--- src/rtl/iptf_pkg.sv ---
`timescale 1ns / 1ps
// ----------------------------------------------------------------------------
// iptf_pkg
// Shared types, sizes and character helpers for the IP address text formatter.
// ----------------------------------------------------------------------------
package iptf_pkg;

	localparam int NUM_GROUPS  = 8;   // IPv6 hex groups
	localparam int NUM_OCTETS  = 4;   // IPv4 octets
	localparam int NUM_SLOTS   = 9;   // one per group plus a trailing colon slot
	localparam int SLOT_CHARS  = 5;   // separator plus up to four digits

	localparam logic [6:0] CH_COLON = 7'h3a;
	localparam logic [6:0] CH_DOT   = 7'h2e;
	localparam logic [6:0] CH_ZERO  = 7'h30;

	typedef struct packed {
		logic [63:0] addr_hi;
		logic [63:0] addr_lo;
		logic        is_v4;
	} in_t;

	typedef struct packed {
		logic [6:0] text_char;
		logic       last_char;
	} out_t;

	// Characters of one formatted address, arranged as fixed slots
	typedef struct packed {
		logic [NUM_SLOTS-1:0][SLOT_CHARS-1:0][6:0] chars;
		logic [NUM_SLOTS-1:0][2:0]                 len;
	} slots_t;

	function automatic logic [6:0] hex_char(input logic [3:0] nib);
		logic [6:0] c;
		if (nib < 4'd10) begin
			c = CH_ZERO + {3'b000, nib};
		end else begin
			c = 7'h57 + {3'b000, nib};
		end
		return c;
	endfunction

	// Split an octet into hundreds, tens and ones by reciprocal multiplication
	function automatic logic [11:0] dec3(input logic [7:0] v);
		logic [14:0] ph;
		logic [1:0]  h;
		logic [7:0]  r8;
		logic [6:0]  r;
		logic [14:0] pt;
		logic [3:0]  t;
		logic [7:0]  o8;
		ph = {7'b0, v} * 15'd41;
		h  = ph[13:12];
		r8 = v - ({6'b0, h} * 8'd100);
		r  = r8[6:0];
		pt = {8'b0, r} * 15'd205;
		t  = pt[14:11];
		o8 = {1'b0, r} - ({4'b0, t} * 8'd10);
		return {2'b00, h, t, o8[3:0]};
	endfunction

endpackage

--- src/rtl/iptf_serializer.sv ---
`timescale 1ns / 1ps
// ----------------------------------------------------------------------------
// iptf_serializer
// Walks the character slots of one address and sends one character per
// transaction through a registered output, flagging the final character.
// ----------------------------------------------------------------------------
module iptf_serializer (
	input  logic             clk,
	input  logic             arst_n,
	input  logic             in_valid,
	output logic             in_ready,
	input  iptf_pkg::slots_t in_slots,
	output logic             out_valid,
	input  logic             out_ready,
	output iptf_pkg::out_t   out_data
);

	iptf_pkg::slots_t slots_q;
	logic             busy_q;
	logic [3:0]       cur_q;
	logic [2:0]       pos_q;
	logic             out_valid_q;
	iptf_pkg::out_t   out_q;

	logic       advance;
	logic       slot_end;
	logic       nxt_found;
	logic [3:0] nxt;
	logic       emit_last;
	logic       load;

	always_comb begin
		nxt_found = 1'b0;
		nxt       = cur_q;
		for (int j = iptf_pkg::NUM_SLOTS - 1; j >= 0; j--) begin
			if ((4'(j) > cur_q) && (slots_q.len[j] != 3'd0)) begin
				nxt_found = 1'b1;
				nxt       = 4'(j);
			end
		end
	end

	assign advance   = !out_valid_q || out_ready;
	assign slot_end  = (pos_q + 3'd1) == slots_q.len[cur_q];
	assign emit_last = slot_end && !nxt_found;
	assign in_ready  = !busy_q || (advance && emit_last);
	assign load      = in_valid && in_ready;

	always_ff @(posedge clk or negedge arst_n) begin
		if (!arst_n) begin
			busy_q      <= 1'b0;
			cur_q       <= '0;
			pos_q       <= '0;
			out_valid_q <= 1'b0;
		end else begin
			if (advance) begin
				out_valid_q <= busy_q;
			end
			if (load) begin
				busy_q <= 1'b1;
				cur_q  <= '0;
				pos_q  <= '0;
			end else if (advance && busy_q) begin
				if (slot_end) begin
					cur_q <= nxt;
					pos_q <= '0;
				end else begin
					pos_q <= pos_q + 3'd1;
				end
				if (emit_last) begin
					busy_q <= 1'b0;
				end
			end
		end
	end

	always_ff @(posedge clk) begin
		if (load) begin
			slots_q <= in_slots;
		end
		if (advance && busy_q) begin
			out_q.text_char <= slots_q.chars[cur_q][pos_q];
			out_q.last_char <= emit_last;
		end
	end

	assign out_valid = out_valid_q;
	assign out_data  = out_q;

endmodule

--- src/rtl/ip_address_text_formatter.sv ---
`timescale 1ns / 1ps
// ----------------------------------------------------------------------------
// ip_address_text_formatter
// Formats a binary IPv4 or IPv6 address as ASCII text, one character per
// output transaction, with the compressed zero run of IPv6 written as "::".
// ----------------------------------------------------------------------------
// Each address passes three pipeline stages (digit split and zero-group
// detection, longest zero run search, character slot build) and then a
// serializer that sends one character per cycle while out_ready is high;
// an address passes the stage registers and then the serializer's slot and
// output registers. It holds the serializer until its last character (2 to
// 39 for IPv6, 7 to 15 for IPv4) is registered, so that count sets the
// sustained input rate; the next address loads at that same edge, and up
// to three more addresses wait in the pipeline meanwhile.
module ip_address_text_formatter (
	input  logic           clk,
	input  logic           arst_n,
	input  logic           in_valid,
	output logic           in_ready,
	input  iptf_pkg::in_t  in_data,
	output logic           out_valid,
	input  logic           out_ready,
	output iptf_pkg::out_t out_data
);

	typedef struct packed {
		logic                                                is_v4;
		logic [iptf_pkg::NUM_GROUPS-1:0][15:0]               grp;
		logic [iptf_pkg::NUM_GROUPS-1:0][2:0]                hndig;
		logic [iptf_pkg::NUM_OCTETS-1:0][11:0]               dig;
		logic [iptf_pkg::NUM_OCTETS-1:0][1:0]                ondig;
	} pipe_t;

	logic  en1, en2, en3;
	logic  ser_ready;

	// stage 1
	logic                              valid_s1;
	pipe_t                             data_s1;
	logic [iptf_pkg::NUM_GROUPS-1:0]   zmask_s1;
	pipe_t                             data_c1;
	logic [iptf_pkg::NUM_GROUPS-1:0]   zmask_c1;

	// stage 2
	logic       valid_s2;
	pipe_t      data_s2;
	logic       run_on_s2;
	logic [2:0] run_start_s2;
	logic [3:0] run_end_s2;
	logic       run_on_c2;
	logic [2:0] run_start_c2;
	logic [3:0] run_end_c2;

	// stage 3
	logic             valid_s3;
	iptf_pkg::slots_t slots_s3;
	iptf_pkg::slots_t slots_c3;

	assign en3      = !valid_s3 || ser_ready;
	assign en2      = !valid_s2 || en3;
	assign en1      = !valid_s1 || en2;
	assign in_ready = en1;

	// Split groups and octets, count digits, mark zero groups
	always_comb begin
		data_c1       = '0;
		zmask_c1      = '0;
		data_c1.is_v4 = in_data.is_v4;
		for (int i = 0; i < iptf_pkg::NUM_GROUPS / 2; i++) begin
			data_c1.grp[i]     = in_data.addr_hi[63 - 16 * i -: 16];
			data_c1.grp[i + 4] = in_data.addr_lo[63 - 16 * i -: 16];
		end
		for (int i = 0; i < iptf_pkg::NUM_GROUPS; i++) begin
			zmask_c1[i] = (data_c1.grp[i] == 16'd0);
			if (data_c1.grp[i][15:12] != 4'd0) begin
				data_c1.hndig[i] = 3'd4;
			end else if (data_c1.grp[i][11:8] != 4'd0) begin
				data_c1.hndig[i] = 3'd3;
			end else if (data_c1.grp[i][7:4] != 4'd0) begin
				data_c1.hndig[i] = 3'd2;
			end else begin
				data_c1.hndig[i] = 3'd1;
			end
		end
		for (int i = 0; i < iptf_pkg::NUM_OCTETS; i++) begin
			data_c1.dig[i] = iptf_pkg::dec3(in_data.addr_hi[63 - 8 * i -: 8]);
			if (in_data.addr_hi[63 - 8 * i -: 8] >= 8'd100) begin
				data_c1.ondig[i] = 2'd3;
			end else if (in_data.addr_hi[63 - 8 * i -: 8] >= 8'd10) begin
				data_c1.ondig[i] = 2'd2;
			end else begin
				data_c1.ondig[i] = 2'd1;
			end
		end
	end

	// Longest run of zero groups, first one wins on a tie
	always_comb begin
		logic [3:0] cur_len;
		logic [2:0] cur_start;
		logic [3:0] best_len;
		logic [2:0] best_start;
		cur_len    = '0;
		cur_start  = '0;
		best_len   = '0;
		best_start = '0;
		for (int i = 0; i < iptf_pkg::NUM_GROUPS; i++) begin
			if (zmask_s1[i]) begin
				if (cur_len == 4'd0) begin
					cur_start = 3'(i);
				end
				cur_len = cur_len + 4'd1;
				if (cur_len > best_len) begin
					best_len   = cur_len;
					best_start = cur_start;
				end
			end else begin
				cur_len = '0;
			end
		end
		run_on_c2    = (best_len >= 4'd2);
		run_start_c2 = best_start;
		run_end_c2   = {1'b0, best_start} + best_len;
	end

	// Lay out separators and digits into per-group slots
	always_comb begin
		logic [2:0] k;
		logic       in_run;
		slots_c3 = '0;
		k        = '0;
		in_run   = 1'b0;
		for (int i = 0; i < iptf_pkg::NUM_GROUPS; i++) begin
			for (int c = 0; c < iptf_pkg::SLOT_CHARS; c++) begin
				slots_c3.chars[i][c] = iptf_pkg::CH_ZERO;
			end
			k = '0;
			if (data_s2.is_v4) begin
				if (i < iptf_pkg::NUM_OCTETS) begin
					if (i != 0) begin
						slots_c3.chars[i][k] = iptf_pkg::CH_DOT;
						k = k + 3'd1;
					end
					if (data_s2.ondig[i] == 2'd3) begin
						slots_c3.chars[i][k] = iptf_pkg::hex_char(data_s2.dig[i][11:8]);
						k = k + 3'd1;
					end
					if (data_s2.ondig[i] >= 2'd2) begin
						slots_c3.chars[i][k] = iptf_pkg::hex_char(data_s2.dig[i][7:4]);
						k = k + 3'd1;
					end
					slots_c3.chars[i][k] = iptf_pkg::hex_char(data_s2.dig[i][3:0]);
					k = k + 3'd1;
				end
				slots_c3.len[i] = k;
			end else begin
				in_run = run_on_s2 && (3'(i) >= run_start_s2) && (4'(i) < run_end_s2);
				if (in_run) begin
					if (3'(i) == run_start_s2) begin
						slots_c3.chars[i][0] = iptf_pkg::CH_COLON;
						k = 3'd1;
					end
				end else begin
					if (i != 0) begin
						slots_c3.chars[i][k] = iptf_pkg::CH_COLON;
						k = k + 3'd1;
					end
					for (int j = 3; j >= 0; j--) begin
						if (3'(j) < data_s2.hndig[i]) begin
							slots_c3.chars[i][k] = iptf_pkg::hex_char(data_s2.grp[i][4 * j +: 4]);
							k = k + 3'd1;
						end
					end
				end
				slots_c3.len[i] = k;
			end
		end
		// trailing colon when the zero run reaches the end
		for (int c = 0; c < iptf_pkg::SLOT_CHARS; c++) begin
			slots_c3.chars[iptf_pkg::NUM_SLOTS-1][c] = iptf_pkg::CH_COLON;
		end
		if (!data_s2.is_v4 && run_on_s2 && (run_end_s2 == 4'(iptf_pkg::NUM_GROUPS))) begin
			slots_c3.len[iptf_pkg::NUM_SLOTS-1] = 3'd1;
		end else begin
			slots_c3.len[iptf_pkg::NUM_SLOTS-1] = 3'd0;
		end
	end

	always_ff @(posedge clk or negedge arst_n) begin
		if (!arst_n) begin
			valid_s1 <= 1'b0;
			valid_s2 <= 1'b0;
			valid_s3 <= 1'b0;
		end else begin
			if (en1) begin
				valid_s1 <= in_valid;
			end
			if (en2) begin
				valid_s2 <= valid_s1;
			end
			if (en3) begin
				valid_s3 <= valid_s2;
			end
		end
	end

	always_ff @(posedge clk) begin
		if (en1) begin
			data_s1  <= data_c1;
			zmask_s1 <= zmask_c1;
		end
		if (en2) begin
			data_s2      <= data_s1;
			run_on_s2    <= run_on_c2;
			run_start_s2 <= run_start_c2;
			run_end_s2   <= run_end_c2;
		end
		if (en3) begin
			slots_s3 <= slots_c3;
		end
	end

	iptf_serializer u_ser (
		.clk       (clk),
		.arst_n    (arst_n),
		.in_valid  (valid_s3),
		.in_ready  (ser_ready),
		.in_slots  (slots_s3),
		.out_valid (out_valid),
		.out_ready (out_ready),
		.out_data  (out_data)
	);

endmodule
--- config.mk ---
export PLATFORM = sky130hd
export DESIGN_NAME = ip_address_text_formatter
export DESIGN_NICKNAME = d
export VERILOG_FILES = /design/src/rtl/iptf_pkg.sv /design/src/rtl/iptf_serializer.sv /design/src/rtl/ip_address_text_formatter.sv
export SDC_FILE = /design/constraint.sdc
export NUM_CORES = 2
export LEC_CHECK = 0
export BUFFER_PORTS_ARGS = -buffer_cell sky130_fd_sc_hd__buf_2
export CAP_MARGIN = 20
export CORE_ASPECT_RATIO = 0.75
export CORE_UTILIZATION = 57
export DETAILED_ROUTE_END_ITERATION = 7
export GPL_ROUTABILITY_DRIVEN = 0
export GPL_TIMING_DRIVEN = 1
export PLACE_DENSITY = 0.77
export SYNTH_ARGS = -nofsm -noshare
export SYNTH_HDL_FRONTEND = slang
export SYNTH_SLANG_ARGS = --single-unit
--- constraint.sdc ---
create_clock -name clk -period 19.55 [get_ports clk]
set_input_delay 0 -clock clk [delete_from_list [all_inputs] [get_ports clk]]
set_output_delay 0 -clock clk [all_outputs]
set_load 0.03 [all_outputs]
==> flow_summary_export.csv <==
group,metric,value,unit
placed_design,buffer_ports.inserted,142,
outcome,run_status,"finished, final reports clean",
cells_and_area,nets,4958,
timing,slew_headroom,18.8,%
drt,finalWirelength,119000,µm
setup_path,worst_ep_arrival_time,10.78,ns
drt,drt-wirelength-per-cell,20.9,µm
synthesis,number_of_synthesized_flops_with_an_enable_pin,1028,
power_and_ir_drop,clock_power_share,29.5,%
synthesis,syn_avg_cell_area,12.8,µm²
timing,hold_violations,0,
synthesis,synth_top_area_cell,"edfxtp_1",
die,horizontal_die_dimension,352,µm
setup_path,timing.critical_path.to_type,"register",
timing,fin_skew,0.0334,ns
timing,final_max_slew_viol_count,0,
drt,routed_via_count_divided_by_cell_count,6.01,
clock_tree,cts_sinks,1040,
setup_path,worst-path-max-fanout,9,
setup_path,crit_top_cell,"ha_1",
synthesis,async_reset_ff_share,1.15,%
synthesis,synth_sequential_area_ratio,59.6,%
setup_path,worstPathRequired,19.95,ns
setup_path,critical_path.max_stage_delay,0.58,ns
cells_and_area,flow.area_growth_from_synthesis,12.6,%
power_and_ir_drop,pwr-share-comb,29.8,%
power_and_ir_drop,cellInternalPower,4.49,mW
power_and_ir_drop,sw_frac_of_total,29.7,%
die,die_h,264,µm
clock_tree,cts_h_tree_depth,3,
timing,timing_worst_slew_pin_value,1.20,ns
setup_path,critical_path_class,"reg -> reg",
setup_path,rrSetupSlack,9.17,ns
drt,drc,0,
drt,detailroute.via_count,34300,
synthesis,ys_seq_elements,1040,
power_and_ir_drop,design_power_total,6.39,mW
clock_tree,numCtsBuffers,97,
synthesis,synth_commonest_cells,"1028 x edfxtp_1, 365 x ha_1, 331 x inv_1",
drt,ant_nets,0,
cells_and_area,ratio_of_cells_with_drive_above_1_in_the_final_layout,10.0,%
timing,final_min_period_over_clock_period,53.1,%
power_and_ir_drop,seq_power_share,40.7,%
die,design.core.area,0.0902,mm²
setup_path,worstSetupStartpointType,"register",
synthesis,synth_cells,4101,
synthesis,syn_area,0.0523,mm²
synthesis,ys.flop_type,"edfxtp_1",
die,initial_utilization,58.0,%
global_route,grtUsageTotal,25.8,%
power_and_ir_drop,power_switching,1.89,mW
die,boundaryPins,143,
placed_design,dp_hpwl,85100,µm
die,fp.dieArea,0.0930,mm²
power_and_ir_drop,power_per_cell_area,108,mW/mm²
global_route,globalRouteOverflowTotal,0,
flow_run,max_cap_viol_count,0,
setup_path,crit_slowest_cell,"a221oi_2",
synthesis,synth_area_leaders,"edfxtp_1 59%, ha_1 8.7%, mux4_2 2.8%, a21oi_1 2.6%, inv_1 2.4%",
synthesis,synth.most_common_cell,"edfxtp_1",
clock_tree,clock_path_buffers,3,
global_route,grt_pass1_vias,32300,
die,rows,95,
clock_tree,clkTransAtPathRegs,0.06,ns
clock_tree,tritoncts,"built",
timing,max_freq,96.3,MHz
synthesis,synth.distinct_cells,87,
clock_tree,clock_insertion_delay_worst_skew,0.68,ns
global_route,grt_max_degree,101,
timing,setup_viol_count_final,0,
drt,drt_iter0_drc,4732,
timing,timing.setup.tns,0,ns
power_and_ir_drop,power.static_leakage,21.9,nW
global_route,grt_antenna_before_repair,6,
cells_and_area,fillCellCount,6343,
min_path,min-delay-path-class,"in -> reg",
global_route,grt_pass1_wl,184000,µm
synthesis,yosysTopAreaCellShare,59.0,%
clock_tree,cts.repair_timing.setup_buffer_count,0,
drt,drt_pre_antenna_iters,7,
power_and_ir_drop,vdd_drop_max,134,µV
timing,rsz0062_at_grt,"no",
synthesis,synth_warnings,0,
timing,post-route-min-period,10.38,ns
clock_tree,clk_root_buffer_cell,"clkbuf_16",
[cells in the final DEF, fill, tap and decap left out, types with 70 or more instances in the layout]
cell           netlist  routed
a21oi_1            270     269
buf_2                1     142
clkbuf_16            0      98
dlygate4sd3_1        0     133
edfxtp_1          1028    1028
ha_1               365     365
inv_1              331     330
nand2_1            304     303
nand3_1             71      70
nor2_1             288     288
o21ai_0            202     202
o22ai_1            114     114
xnor2_1            124     124
[logic make-up (layout without fill, tap and decap cells)]
group | count (synthesis) | in the layout | share of synthesized area, %
xor+xnor | 159 | 159 | 2.68
mux | 142 | 142 | 4.33
flops | 1040 | 1040 | 59.6
buf+inv | 462 | 812 | 3.35
simple gates | 990 | 990 | 8.85
other cells | 1 | 42 | 0.00717
fa+ha+maj | 416 | 416 | 10.7
compound gates | 891 | 891 | 10.6
[sequential cells by signal, summed over array words and instances, names as in the netlist, 4 cells and up]
signal	count
data_s1	197
data_s2	197
run_end_s2	4
slots_s3	305
u_ser.cur_q	4
u_ser.out_data	8
u_ser.slots_q	305
zmask_s1	8
[critical path: cells and delay by family, from the launching register on]
family                   cells  cell delay [ns]
AO/OA/AOI/OAI               16             3.32
AND/OR/NAND/NOR             11             2.75
adder cells (fa/ha/maj)      8             2.14
multiplexers                 3             0.99
flip-flops                   1             0.48
XOR/XNOR                     2             0.28
buffers and inverters        2             0.16
[per-layer routing]
layer | global-route usage (%) | part of all wire (%)
met5 | 0 | 0.034
met4 | 6.60 | 2.7
met3 | 6.00 | 11
met2 | 37.8 | 43
met1 | 38.9 | 43
[area by class of cell]
type	count	area [µm²]	share of cell area (%)
Inverter	334	1260	2.14
Sequential cell	1040	31200	52.9
Tap cell	1212	1520	2.57
Multi-Input combinational cell	2638	19600	33.2
Clock inverter	66	664	1.13
Antenna cell	2	5.00	0.00849
Clock buffer	113	2510	4.26
Timing Repair Buffer	299	2220	3.77
[stage by stage]
stage | worst slack (ns) | hold slack (ns) | instance area, µm² | instances | util [%]
floorplan | 6.62 | -0.296 | 52500 | 4140 | -
CTS | 9.22 | 0.0114 | 58900 | 5700 | 65.3
detailed placement | 9.28 | -0.0888 | 54400 | 5388 | 60.3
finish | 9.17 | 0.0497 | 58900 | 5704 | 65.3
global route | 8.27 | 0.0345 | 58900 | 5702 | 65.3
global placement | 9.65 | -0.0902 | 54400 | 5388 | 60.3
[power groups by stage]
stage	clock network, mW	registers (mW)	logic (mW)
final	1.88	2.60	1.91
after global routing	1.99	2.60	2.23
after CTS	1.91	2.60	1.94
after detailed placement	0	2.65	1.90
after global placement	0	2.65	1.81
after floorplan	0	2.62	1.49
[path summary, 6_finish.rpt]
path | endpoint | from | cells past startpoint
worst min-delay path | data_s1[122]$_DFFE_PP_ | in_data[91] | 2
worst min register to register | data_s2[35]$_DFFE_PP_ | data_s1[35]$_DFFE_PP_ | 0
min in group asynchronous | u_ser.cur_q[2]$_DFFE_PN0P_ | arst_n | 3
worst max-delay path | run_end_s2[3]$_DFFE_PP_ | zmask_s1[1]$_DFFE_PP_ | 42
worst max register to register | run_end_s2[3]$_DFFE_PP_ | zmask_s1[1]$_DFFE_PP_ | 42
max in group asynchronous | u_ser.cur_q[0]$_DFFE_PN0P_ | arst_n | 3
[what timing repair did]
item                                   4_1_cts  5_1_grt
endpoints found under the hold margin      191        0
hold buffers                               133        0
gates resized for setup                      0        0
Note: power is estimated with default switching activity, not from simulation.
